==> config.mk <==
export PLATFORM = sky130hd
export DESIGN_NAME = modbus_tcp_request_framer
export DESIGN_NICKNAME = d
export VERILOG_FILES = /design/src/hdl/mtrf_pkg.sv /design/src/hdl/mtrf_front.sv /design/src/hdl/mtrf_fifo.sv /design/src/hdl/mtrf_back.sv /design/src/hdl/modbus_tcp_request_framer.sv
export VERILOG_INCLUDE_DIRS = /design/src /design/src/hdl
export SDC_FILE = /design/constraint.sdc
export NUM_CORES = 1
export LEC_CHECK = 0
export BUFFER_PORTS_ARGS = -buffer_cell sky130_fd_sc_hd__buf_2
export CORE_MARGIN = 4
export CORE_UTILIZATION = 60
export CTS_CLUSTER_SIZE = 40
export DETAILED_ROUTE_END_ITERATION = 8
export PLACE_DENSITY = 0.9
export SETUP_SLACK_MARGIN = 0.5
export SYNTH_ARGS = -nofsm -noshare
export SYNTH_HDL_FRONTEND = slang
export SYNTH_HIERARCHICAL = 1
export SYNTH_SLANG_ARGS = --single-unit
==> constraint.sdc <==
create_clock -name clk -period 5.9 [get_ports clk]
set_input_delay 0.59 -clock clk [delete_from_list [all_inputs] [get_ports clk]]
set_output_delay 0.59 -clock clk [all_outputs]
set_load 0.03 [all_outputs]
==> src/hdl/modbus_tcp_request_framer_macros.svh <==
// Assertion macros for the request framer
`ifndef MODBUS_TCP_REQUEST_FRAMER_MACROS_SVH
`define MODBUS_TCP_REQUEST_FRAMER_MACROS_SVH

// same-cycle implication, reset masks the check
`define MTRF_ASSERT_NOW(label, ante, cons, msg) \
	label: assert property (@(posedge clk) disable iff (!arst_n) (ante) |-> (cons)) \
		else $error(msg);

// implication checked on the following edge
`define MTRF_ASSERT_NEXT(label, ante, cons, msg) \
	label: assert property (@(posedge clk) disable iff (!arst_n) (ante) |=> (cons)) \
		else $error(msg);

`endif

==> src/hdl/mtrf_pkg.sv <==
package mtrf_pkg;

	// request modes
	localparam logic [2:0] MODE_RD_COILS    = 3'd0;
	localparam logic [2:0] MODE_RD_DISCRETE = 3'd1;
	localparam logic [2:0] MODE_RD_HOLDING  = 3'd2;
	localparam logic [2:0] MODE_RD_INPUT    = 3'd3;
	localparam logic [2:0] MODE_WR_COIL     = 3'd4;
	localparam logic [2:0] MODE_WR_REG      = 3'd5;
	localparam logic [2:0] MODE_WR_COILS    = 3'd6;
	localparam logic [2:0] MODE_WR_REGS     = 3'd7;

	// item kinds
	localparam logic KIND_HEADER = 1'b0;
	localparam logic KIND_DATA   = 1'b1;

	// multi-write quantity limits
	localparam logic [15:0] MAX_REGS  = 16'd123;
	localparam logic [15:0] MAX_COILS = 16'd1968;

	// MBAP length of a twelve byte frame, and base length of a multi write
	localparam logic [7:0] LEN_FIXED = 8'd6;
	localparam logic [7:0] LEN_MULTI = 8'd7;

	localparam logic [7:0] COIL_ON = 8'hFF;

	typedef enum logic [1:0] {
		PH_NONE,
		PH_COILS,
		PH_REGS
	} phase_t;

	typedef enum logic [1:0] {
		JOB_HDR,
		JOB_ERR,
		JOB_DATA
	} job_kind_t;

	// one unit of work for the byte sequencer
	typedef struct packed {
		job_kind_t   kind;
		logic [2:0]  mode;
		logic [15:0] txn;
		logic [7:0]  unit;
		logic [15:0] qv;        // quantity/value, or data word for data jobs
		logic [7:0]  count;     // byte count of a multi write
		logic        two_bytes; // data job emits hi then lo byte
		logic        last;      // data job closes the frame
		logic [15:0] pend_addr;
		logic [15:0] pend_qty;
	} job_t;

	function automatic logic [7:0] fcode(input logic [2:0] mode);
		logic [7:0] f;
		case (mode)
			MODE_RD_COILS:    f = 8'd1;
			MODE_RD_DISCRETE: f = 8'd2;
			MODE_RD_HOLDING:  f = 8'd3;
			MODE_RD_INPUT:    f = 8'd4;
			MODE_WR_COIL:     f = 8'd5;
			MODE_WR_REG:      f = 8'd6;
			MODE_WR_COILS:    f = 8'd15;
			MODE_WR_REGS:     f = 8'd16;
			default:          f = 8'd0;
		endcase
		return f;
	endfunction

endpackage

==> src/hdl/mtrf_front.sv <==
module mtrf_front import mtrf_pkg::*; (
	input  logic        clk,
	input  logic        arst_n,
	input  logic        accept,
	input  logic        item_kind,
	input  logic [2:0]  mode,
	input  logic [15:0] txn_id,
	input  logic [7:0]  unit_id,
	input  logic [15:0] start_addr,
	input  logic [15:0] quantity_or_value,
	input  logic [15:0] data_value,
	output logic        push,
	output job_t        job
);

	logic [15:0] rem_addr_q, rem_qty_q;
	logic [10:0] left_q;
	logic [7:0]  acc_q;
	logic [2:0]  pos_q;
	phase_t      phase_q;

	logic [15:0] rem_addr_d, rem_qty_d;
	logic [10:0] left_d;
	logic [7:0]  acc_d;
	logic [2:0]  pos_d;
	phase_t      phase_d;

	logic        multi, qty_bad, fire;
	logic [7:0]  count;
	logic [7:0]  acc_new;
	logic [10:0] left_dec;
	logic        left_last;

	assign multi    = (mode == MODE_WR_COILS) || (mode == MODE_WR_REGS);
	assign qty_bad  = (quantity_or_value == 16'd0) ||
		(quantity_or_value > ((mode == MODE_WR_REGS) ? MAX_REGS : MAX_COILS));
	// 2*qty for registers, ceil(qty/8) for coils; both stay below 256 when in range
	assign count    = (mode == MODE_WR_REGS) ? {quantity_or_value[6:0], 1'b0}
		: 8'((quantity_or_value + 16'd7) >> 3);
	assign acc_new  = acc_q | (8'(data_value[0]) << pos_q);
	assign left_dec = left_q - 11'd1;
	assign left_last = (left_q == 11'd1);

	// classify the item and build the job for the sequencer
	always_comb begin
		rem_addr_d = rem_addr_q;
		rem_qty_d  = rem_qty_q;
		left_d     = left_q;
		acc_d      = acc_q;
		pos_d      = pos_q;
		phase_d    = phase_q;
		fire       = 1'b0;
		job        = '0;
		job.kind   = JOB_DATA;
		job.mode   = mode;
		job.txn    = txn_id;
		job.unit   = unit_id;
		job.count  = count;
		job.pend_addr = rem_addr_q;
		job.pend_qty  = rem_qty_q;
		if (item_kind == KIND_HEADER) begin
			phase_d = PH_NONE;
			left_d  = '0;
			acc_d   = '0;
			pos_d   = '0;
			fire    = 1'b1;
			if (multi && qty_bad) begin
				job.kind = JOB_ERR;
				job.last = 1'b1;
			end else begin
				job.kind   = JOB_HDR;
				job.qv     = quantity_or_value;
				rem_addr_d = start_addr;
				if (!((mode == MODE_WR_COIL) || (mode == MODE_WR_REG)))
					rem_qty_d = quantity_or_value;
				job.pend_addr = rem_addr_d;
				job.pend_qty  = rem_qty_d;
				if (multi) begin
					left_d  = quantity_or_value[10:0];
					phase_d = (mode == MODE_WR_REGS) ? PH_REGS : PH_COILS;
				end
			end
		end else if (phase_q == PH_REGS && left_q != '0) begin
			left_d        = left_dec;
			fire          = 1'b1;
			job.qv        = data_value;
			job.two_bytes = 1'b1;
			job.last      = left_last;
			if (left_last)
				phase_d = PH_NONE;
		end else if (phase_q == PH_COILS && left_q != '0) begin
			left_d = left_dec;
			acc_d  = acc_new;
			pos_d  = pos_q + 3'd1;
			if (pos_q == 3'd7 || left_last) begin
				fire     = 1'b1;
				job.qv   = {8'h00, acc_new};
				job.last = left_last;
				acc_d    = '0;
				pos_d    = '0;
				if (left_last)
					phase_d = PH_NONE;
			end
		end else begin
			// stray data item
			phase_d = PH_NONE;
		end
	end

	assign push = accept && fire;

	// front state
	always_ff @(posedge clk or negedge arst_n) begin
		if (!arst_n) begin
			rem_addr_q <= '0;
			rem_qty_q  <= '0;
			left_q     <= '0;
			acc_q      <= '0;
			pos_q      <= '0;
			phase_q    <= PH_NONE;
		end else if (accept) begin
			rem_addr_q <= rem_addr_d;
			rem_qty_q  <= rem_qty_d;
			left_q     <= left_d;
			acc_q      <= acc_d;
			pos_q      <= pos_d;
			phase_q    <= phase_d;
		end
	end

endmodule

==> src/hdl/mtrf_fifo.sv <==
module mtrf_fifo import mtrf_pkg::*; #(
	parameter int DEPTH = 4
) (
	input  logic clk,
	input  logic arst_n,
	input  logic push,
	input  job_t wr_job,
	input  logic pop,
	output job_t rd_job,
	output logic full,
	output logic empty
);

	localparam int PTR_W = (DEPTH > 1) ? $clog2(DEPTH) : 1;
	localparam int CNT_W = $clog2(DEPTH + 1);
	localparam logic [PTR_W-1:0] LAST_IDX = PTR_W'(DEPTH - 1);
	localparam logic [CNT_W-1:0] FULL_CNT = CNT_W'(DEPTH);

	job_t             mem_q [DEPTH];
	logic [PTR_W-1:0] wr_ptr_q, rd_ptr_q;
	logic [CNT_W-1:0] cnt_q;

	assign full   = (cnt_q == FULL_CNT);
	assign empty  = (cnt_q == '0);
	assign rd_job = mem_q[rd_ptr_q];

	// storage
	always_ff @(posedge clk) begin
		if (push)
			mem_q[wr_ptr_q] <= wr_job;
	end

	// pointers and fill level
	always_ff @(posedge clk or negedge arst_n) begin
		if (!arst_n) begin
			wr_ptr_q <= '0;
			rd_ptr_q <= '0;
			cnt_q    <= '0;
		end else begin
			if (push)
				wr_ptr_q <= (wr_ptr_q == LAST_IDX) ? '0 : wr_ptr_q + PTR_W'(1);
			if (pop)
				rd_ptr_q <= (rd_ptr_q == LAST_IDX) ? '0 : rd_ptr_q + PTR_W'(1);
			if (push && !pop)
				cnt_q <= cnt_q + CNT_W'(1);
			else if (pop && !push)
				cnt_q <= cnt_q - CNT_W'(1);
		end
	end

endmodule

==> src/hdl/mtrf_back.sv <==
module mtrf_back import mtrf_pkg::*; (
	input  logic        clk,
	input  logic        arst_n,
	input  job_t        job,
	input  logic        job_valid,
	output logic        pop,
	output logic        m_tvalid,
	input  logic        m_tready,
	output logic [39:0] m_tdata,
	output logic        m_tlast,
	output logic        m_tuser
);

	logic [3:0]  step_q;
	logic        out_valid_q, out_last_q, out_err_q;
	logic [7:0]  out_byte_q;
	logic [15:0] out_addr_q, out_qty_q;

	logic        advance, multi;
	logic [3:0]  last_step;
	logic [7:0]  byte_d, len;
	logic        last_d, err_d;

	assign advance = job_valid && (!out_valid_q || m_tready);
	assign multi   = (job.mode == MODE_WR_COILS) || (job.mode == MODE_WR_REGS);
	assign len     = multi ? LEN_MULTI + job.count : LEN_FIXED;
	assign pop     = advance && (step_q == last_step);

	// byte selection for the current step of the job
	always_comb begin
		byte_d    = '0;
		last_d    = 1'b0;
		err_d     = 1'b0;
		last_step = '0;
		case (job.kind)
			JOB_HDR: begin
				last_step = multi ? 4'd12 : 4'd11;
				last_d    = !multi && (step_q == 4'd11);
				case (step_q)
					4'd0:    byte_d = job.txn[15:8];
					4'd1:    byte_d = job.txn[7:0];
					4'd5:    byte_d = len;
					4'd6:    byte_d = job.unit;
					4'd7:    byte_d = fcode(job.mode);
					4'd8:    byte_d = job.pend_addr[15:8];
					4'd9:    byte_d = job.pend_addr[7:0];
					4'd10:   byte_d = (job.mode == MODE_WR_COIL)
						? ((job.qv != '0) ? COIL_ON : 8'h00) : job.qv[15:8];
					4'd11:   byte_d = (job.mode == MODE_WR_COIL) ? 8'h00 : job.qv[7:0];
					4'd12:   byte_d = job.count;
					default: byte_d = 8'h00; // protocol id and length high byte
				endcase
			end
			JOB_ERR: begin
				last_d = 1'b1;
				err_d  = 1'b1;
			end
			JOB_DATA: begin
				last_step = job.two_bytes ? 4'd1 : 4'd0;
				byte_d    = (job.two_bytes && step_q == 4'd0) ? job.qv[15:8] : job.qv[7:0];
				last_d    = job.last && (step_q == last_step);
			end
			default: ;
		endcase
	end

	// step counter and output register
	always_ff @(posedge clk or negedge arst_n) begin
		if (!arst_n) begin
			step_q      <= '0;
			out_valid_q <= 1'b0;
		end else begin
			if (advance)
				step_q <= pop ? '0 : step_q + 4'd1;
			if (advance)
				out_valid_q <= 1'b1;
			else if (m_tready)
				out_valid_q <= 1'b0;
		end
	end

	always_ff @(posedge clk) begin
		if (advance) begin
			out_byte_q <= byte_d;
			out_last_q <= last_d;
			out_err_q  <= err_d;
			out_addr_q <= job.pend_addr;
			out_qty_q  <= job.pend_qty;
		end
	end

	assign m_tvalid = out_valid_q;
	assign m_tdata  = {out_qty_q, out_addr_q, out_byte_q};
	assign m_tlast  = out_last_q;
	assign m_tuser  = out_err_q;

endmodule

==> src/hdl/modbus_tcp_request_framer.sv <==
// Channel | Dir | tdata (low bit up)                              | tuser (low bit up)
// s_*     | in  | txn_id, unit_id, start_addr, quantity_or_value, | item_kind, mode
//         |     | data_value                                      |
// m_*     | out | frame_byte, pending_addr, pending_qty           | quantity_error
//
// An input item is taken in the cycle it arrives as long as the job queue has room.
// The byte sequencer emits one byte per cycle while a job is queued and m_tready is high:
// a header is 12 or 13 bytes, a register item 2, a completed coil byte or an error result 1.
// A stall on m_tready backs up the queue; s_tready drops only when the queue is full.
// Asynchronous reset clears all request state; no clearing pass is needed.
`include "modbus_tcp_request_framer_macros.svh"

module modbus_tcp_request_framer import mtrf_pkg::*; #(
	parameter int QUEUE_DEPTH = 4
) (
	input  logic        clk,
	input  logic        arst_n,
	input  logic        s_tvalid,
	output logic        s_tready,
	input  logic [71:0] s_tdata,  // txn_id, unit_id, start_addr, quantity_or_value, data_value
	input  logic [3:0]  s_tuser,  // item_kind, mode
	output logic        m_tvalid,
	input  logic        m_tready,
	output logic [39:0] m_tdata,  // frame_byte, pending_addr, pending_qty
	output logic        m_tlast,
	output logic        m_tuser   // quantity_error
);

	logic accept, q_push, q_pop, q_full, q_empty;
	job_t front_job, head_job;

	assign s_tready = !q_full;
	assign accept   = s_tvalid && s_tready;

	mtrf_front u_front (
		.clk               (clk),
		.arst_n            (arst_n),
		.accept            (accept),
		.item_kind         (s_tuser[0]),
		.mode              (s_tuser[3:1]),
		.txn_id            (s_tdata[15:0]),
		.unit_id           (s_tdata[23:16]),
		.start_addr        (s_tdata[39:24]),
		.quantity_or_value (s_tdata[55:40]),
		.data_value        (s_tdata[71:56]),
		.push              (q_push),
		.job               (front_job)
	);

	mtrf_fifo #(
		.DEPTH (QUEUE_DEPTH)
	) u_fifo (
		.clk    (clk),
		.arst_n (arst_n),
		.push   (q_push),
		.wr_job (front_job),
		.pop    (q_pop),
		.rd_job (head_job),
		.full   (q_full),
		.empty  (q_empty)
	);

	mtrf_back u_back (
		.clk       (clk),
		.arst_n    (arst_n),
		.job       (head_job),
		.job_valid (!q_empty),
		.pop       (q_pop),
		.m_tvalid  (m_tvalid),
		.m_tready  (m_tready),
		.m_tdata   (m_tdata),
		.m_tlast   (m_tlast),
		.m_tuser   (m_tuser)
	);

	// error results are single zero bytes that close the frame
	`MTRF_ASSERT_NOW(a_err_last, m_tvalid && m_tuser, m_tlast && (m_tdata[7:0] == 8'h00), "error result not a closing zero byte")
	// the sequencer never takes a job from an empty queue
	`MTRF_ASSERT_NOW(a_pop_nonempty, q_pop, !q_empty, "pop from empty job queue")
	// a job pushed without a pop leaves the queue occupied
	`MTRF_ASSERT_NEXT(a_push_fill, q_push && !q_pop, !q_empty, "pushed job lost from queue")

endmodule

# Word-level counts from Yosys, hierarchy flattened
# Memory sizes are Yosys's and may differ from the RTL's.
# Cells that the tools add are included.
# word_totals
reg_bits	110
ram_bits	348
romBits	40
inputBits	80
output_inout_bits	44
elab_cells	164
mem_count	2
# classes
addsub	9
order_cmp	1
n_eq_ne	31
shifts	1
n_mux	65
bitwise	3
reduce_logical	36
# mem_list
name	words	word_bits	rd	rd_ports_with_merged_regs	write_ports	line	source
u_fifo.mem_q	4	87	1	0	1	mtrf_fifo.sv:19	job_t mem_q [DEPTH];
(no name shown)	8	5	1	0	0	mtrf_pkg.sv:55	case (mode)
# ops
operator	count
8-bit 2-to-1 mux	11
16-bit 2-to-1 mux	5
8-bit one-hot mux with 10 select lines	1
11-bit 2-to-1 mux	6
32-bit 2-to-1 mux	2
3-bit equality test, second input constant	9
2-bit 2-to-1 mux	11
3-bit 2-to-1 mux	7
4-bit equality test, second input constant	5
1-bit 2-to-1 mux	18
16-bit by 11-bit greater-than comparator with 1-bit output	1
16-bit logical NOT	1
8-bit one-hot mux with 2 select lines	1
16-bit nonzero test	1
4-bit by 3-bit equality test with 1-bit output, second input constant	3
1-bit logical AND	12
11-bit by 3-bit adder with 11-bit output, second input constant	1
11-bit by 1-bit equality test with 1-bit output, second input constant	1
11-bit nonzero test	1
11-bit by 1-bit subtractor with 11-bit output, second input constant	1
3-bit by 8-bit adder with 8-bit output, first input constant	1
2-bit equality test, second input constant	4
4-bit equality test	2
8-bit OR	1
23 further kinds	40

# Longest topological paths before layout
# depth
depth_word	11
ltp_mapped	17
ltp_nobuf	14

# By module
# The synthesis kept the hierarchy.
# by_module_without_submodules
module	instances	cells_each	area_per_inst_um2	seq_area_each_um2
mtrf_fifo	1	492	12962.4	10625.2
mtrf_front	1	416	4086.4	1401.3
mtrf_back	1	252	2852.7	1386.3
modbus_tcp_request_framer	1	3	13.8	0.0

# Worst setup path before layout
# OpenSTA, ideal clock, no wires.
# synth_timing
kind	reg-to-reg
from	register u_front.left_q[4]
to	memory u_fifo/mem_q[0][0] (netlist bit) (enable)
setup_ps	455
arrival_ps	4052
t_required_ps	5445
slack_ps	1393
stages_incl_launch_ff	10
n_path_buf	2
cell_sequence	dfrtp_1 clkbuf_1 nor4_2 nand3_1 nand2b_1 clkbuf_1 a21oi_1 o21a_1 nor2_1 and2_1
# synth_between
elab_chain_cells	9
word_cells_on_any_way	12
classes_between	eq/ne: 1; mux: 6; reduce/logical: 5
# synth_rtl
element	line	source
from (decl)	mtrf_front.sv:17	logic [10:0] left_q;
from (signal assigned)	mtrf_front.sv:124	left_q <= left_d;
11-bit by 1-bit equality test with 1-bit output	mtrf_front.sv:42	assign left_last = (left_q == 11'd1);
1-bit logical OR	mtrf_front.sv:95	if (pos_q == 3'd7 || left_last) begin
1-bit 2-to-1 mux	mtrf_front.sv:95	
1-bit 2-to-1 mux	mtrf_front.sv:91	end else if (phase_q == PH_COILS && left_q != '0) begin
1-bit 2-to-1 mux (*)	mtrf_front.sv:83	end else if (phase_q == PH_REGS && left_q != '0) begin
1-bit 2-to-1 mux (*)	mtrf_front.sv:61	if (item_kind == KIND_HEADER) begin
1-bit logical AND (*)	mtrf_front.sv:110	assign push = accept && fire;
named net q_push	modbus_tcp_request_framer.sv:29	logic accept, q_push, q_pop, q_full, q_empty;
1-bit 2-to-1 mux (*)	mtrf_fifo.sv:29	if (push)
1-bit 2-to-1 mux (implied by the code) (*)	mtrf_fifo.sv:30	mem_q[wr_ptr_q] <= wr_job;
to (decl)	mtrf_fifo.sv:19	
# The timed path passes the listed nets; every way through them passes the cells marked *.

==> key figures <==
CTS
  • Hold Buf Count CTS: 0
  • CTS Sinks: 458
  • Htree depth: 2
  • Worst skew pair latency: ~0.55 ns
  • Post-CTS setup buffer count: 0
  • Maximum clock insertion buffer count: 3
  • Worst-path clk slew: 0.06 ns
  • Root Driver: clkbuf_16
  • TritonCTS clock tree: done
  • Post-CTS Resized: 0
  • Cts bufs inserted: 44

Timing
  • Actual slew at the worst max-slew pin: between 1 and 1.5 ns
  • FMAX: 239 MHz
  • Slew Viols, Final: 0
  • Endpoints failing setup: 0
  • RSZ-0062 raised after global routing: no
  • Max_slew headroom: 19.3%
  • Tmin final: between 4 and 5 ns
  • Fin crit share: between 70% and 80%
  • Worst clock skew: 0.0190 ns
  • Fin. Hold Viols: 0
  • Setup TNS: 0 ns

Synthesis
  • Sequential area share after synthesis: 67.3%
  • Cell area after synthesis: around 0.02 mm2
  • Mux share of post-synthesis cell area: 14.8%
  • Simple logic cell fraction of the synthesized area: under 10%
  • Mapped Nets: ~1300
  • Post-synth top area share: 58.8%
  • Post-synthesis share of cell area spent on xor and xnor gates: 0.836%
  • Synthesized-area fraction occupied by ao, oa, aoi and oai cells: slightly above 6%
  • Yosys top cell by area: edfxtp_1
  • Synth Area per Inst: between 15 and 20 um2
  • Main combinational cell family by area after synthesis: multiplexers
  • YS warnings: 6
  • Post-synthesis adder-cell area fraction: 1.80%
  • Gate Count Post-Synth: about 1200
  • Post-synth cell types: 80
  • Share of flip-flops with an asynchronous set or reset: 14.8%
  • #FFs+latches synth: 458
  • Synth Flop Type: edfxtp_1
  • Top cells by area, synth: edfxtp_1 59%, mux4_2 9.8%, dfrtp_1 8.5%, mux2_2 3.5%, ha_1 1.7%
  • EDFF count, synth: 390

Critical path
  • CP delay by family, top: flip-flops
  • Worst path cell trace: buf_4, mux4_2, nor2_1, a31oi_1, nor3b_2, inv_1, ha_1, inv_1, fa_1, mux2_2
  • CP required: 6.32 ns
  • Crit path top cell by count: inv_1
  • Crit-path max FO: 48
  • CP endpoint kind: flip-flop
  • CP arrival: 4.60 ns
  • Startpoint types: flip-flop
  • R2R cell count: 10
  • Worst path bufs/invs: 3
  • Kind of critical path: reg -> reg
  • Worst path max stage delay: 0.91 ns
  • Instance count on the critical path: 10
  • Highest-delay cell along the critical path: dfrtp_4

Place
  • Placed cells: 1655
  • I/O Buffers: roughly 120
  • DPL Wire Length: 28600 um
  • GP Congestion: between 0.9 and 1

Min path
  • HP Class: in -> async

Layout
  • Ant diodes: 0
  • Utilization after layout: 67.8%
  • Commonest non-fill, non-tap cell in the layout: edfxtp_1
  • Layout area overhead: 11.1%
  • Fin cells: 1737
  • Commonest cells after routing, fill and taps aside: 390 x edfxtp_1, 122 x buf_2, 87 x mux4_2, 66 x dfrtp_1, 62 x mux2_2
  • Final nets: 1367
  • Layout cells sized above 1: 30.7%

Outcome
  • Status: finished, final reports clean

Floorplanning
  • FP Rows: 66
  • Initial Utilization: 61.1%
  • Die height: between 150 and 200 um
  • Die area: 0.0362 mm2
  • Chip width: between 150 and 200 um
  • Core area: 0.0326 mm2
  • IO Count: around 120

Power and ir drop
  • VDD IR max: 0.230 mV
  • Leak pwr: 7.67 nW
  • Power Dens Cells: 486 mW/mm2

Route
  • Final ANT Viol Nets: 0
  • Residual DRC: 0
  • Avg WL per Cell: 26.4 um
  • Drt first pass iters: 5
  • Vias post-DR: ~11000
  • Detailed Route WL: 45800 um
  • Vias per inst: between 6 and 7
  • Iteration-0 DRC count of the detailed router: 1287

Global route
  • First-pass GRT wire length: 69700 um
  • Vias in the first global route: 11700
  • Gr ovfl total: 0
  • GRT Resource Usage Total: 25.4%
  • Largest net degree at the start of global routing: slightly below 70
  • Initial antenna violation count: 1

Flow run
  • Max cap viols: 0
[path summary, 6_finish.rpt]
path                                     from             endpoint  slack (ns)
setup / recovery           u_fifo/rd_ptr_q[1]      u_fifo/cnt_q[1]        1.72
min in group clk                  s_tdata[20]  u_fifo/mem_q[0][62]        0.26
hold reg to reg              u_front/acc_q[0]     u_front/acc_q[0]        0.47
setup reg to reg           u_fifo/rd_ptr_q[1]      u_fifo/cnt_q[1]        1.72
max in group asynchronous              arst_n   u_fifo/rd_ptr_q[1]        4.91
hold / removal                         arst_n    u_front/left_q[9]        0.23
[routing by layer]
metal	track usage, %	part of all wire, %	vias up
li1	-	-	4809
met1	34.9	38	5707
met2	42.6	50	675
met3	4.35	8.5	122
met4	7.54	3.2	2
met5	0	0.031	-
[layout make-up]
type / instances / area [um2]
Tap cell: 442 / 553
Clock buffer: 56 / 1200
Timing Repair Buffer: 138 / 756
Clock inverter: 26 / 278
Sequential cell: 458 / 13400
Fill cell: 2061 / 10500
Multi-Input combinational cell: 591 / 5830
Inverter: 26 / 97.6
[sequential cells by signal, summed over array words and instances (netlist names)]
| register | cells |
|---|---|
| u_back/m_tlast | 1 |
| u_back/m_tuser | 1 |
| u_back/m_tvalid | 1 |
| u_back/out_addr_q | 16 |
| u_back/out_byte_q | 8 |
| u_back/out_qty_q | 16 |
| u_back/step_q | 4 |
| u_fifo/cnt_q | 3 |
| u_fifo/mem_q | 348 |
| u_fifo/rd_ptr_q | 2 |
| u_fifo/wr_ptr_q | 2 |
| u_front/acc_q | 8 |
| u_front/left_q | 11 |
| u_front/phase_q | 2 |
| u_front/pos_q | 3 |
| u_front/rem_addr_q | 16 |
| u_front/rem_qty_q | 16 |
[power by group]
group | internal (mW) | total (mW) | switching (mW)
clock network | 1.67 | 2.86 | 1.19
logic | 1.32 | 3.28 | 1.96
registers | 4.25 | 4.62 | 0.373
total | 7.24 | 10.8 | 3.52
[cells in the mapped netlist (all sizes together) (4+ instances only)]
library cell and n:
o31ai 9, buf 68, xnor2 9, a22o 13, o2bb2ai 4, clkbuf 20
edfxtp 390, nor3b 6, ha 27, o221a 4, nor2b 10, a221o 14
nor3 20, o211ai 8, and3 5, nor4 12, nand2 49, mux2i 14
inv 26, a21oi 17, mux4 87, o21ai 36, nand2b 14, mux2 72
a31o 4, nand3 18, o21a 4, and2 9, o22ai 9, a221oi 4
nor2 49, xor2 10, a22oi 10, a211oi 4, dfrtp 68, nand4 6
[logic make-up (layout without fill, tap and decap cells)]
| kind of cell | after synthesis | after routing |
|---|---|---|
| flip-flops | 458 | 458 |
| AND/OR/NAND/NOR | 211 | 211 |
| multiplexers | 173 | 173 |
| AO/OA/AOI/OAI | 160 | 160 |
| buffers and inverters | 114 | 246 |
| adder cells (fa/ha/maj) | 28 | 28 |
| XOR/XNOR | 19 | 19 |
[stage by stage]
stage / power, mW / instance area, um2 / worst slack (ns) / hold WS [ns]
3_3_place_gp: 7.76 / 20700 / 1.84 / 0.456
5_1_grt: 11.2 / 22100 / 1.48 / 0.255
3_5_place_dp: 7.90 / 20700 / 1.75 / 0.466
4_1_cts: 10.8 / 22100 / 1.74 / 0.242
2_1_floorplan: 7.02 / 19900 / 1.39 / 0.294
6_report: 10.8 / 22100 / 1.72 / 0.228
Power figures use the tool's default switching activity.
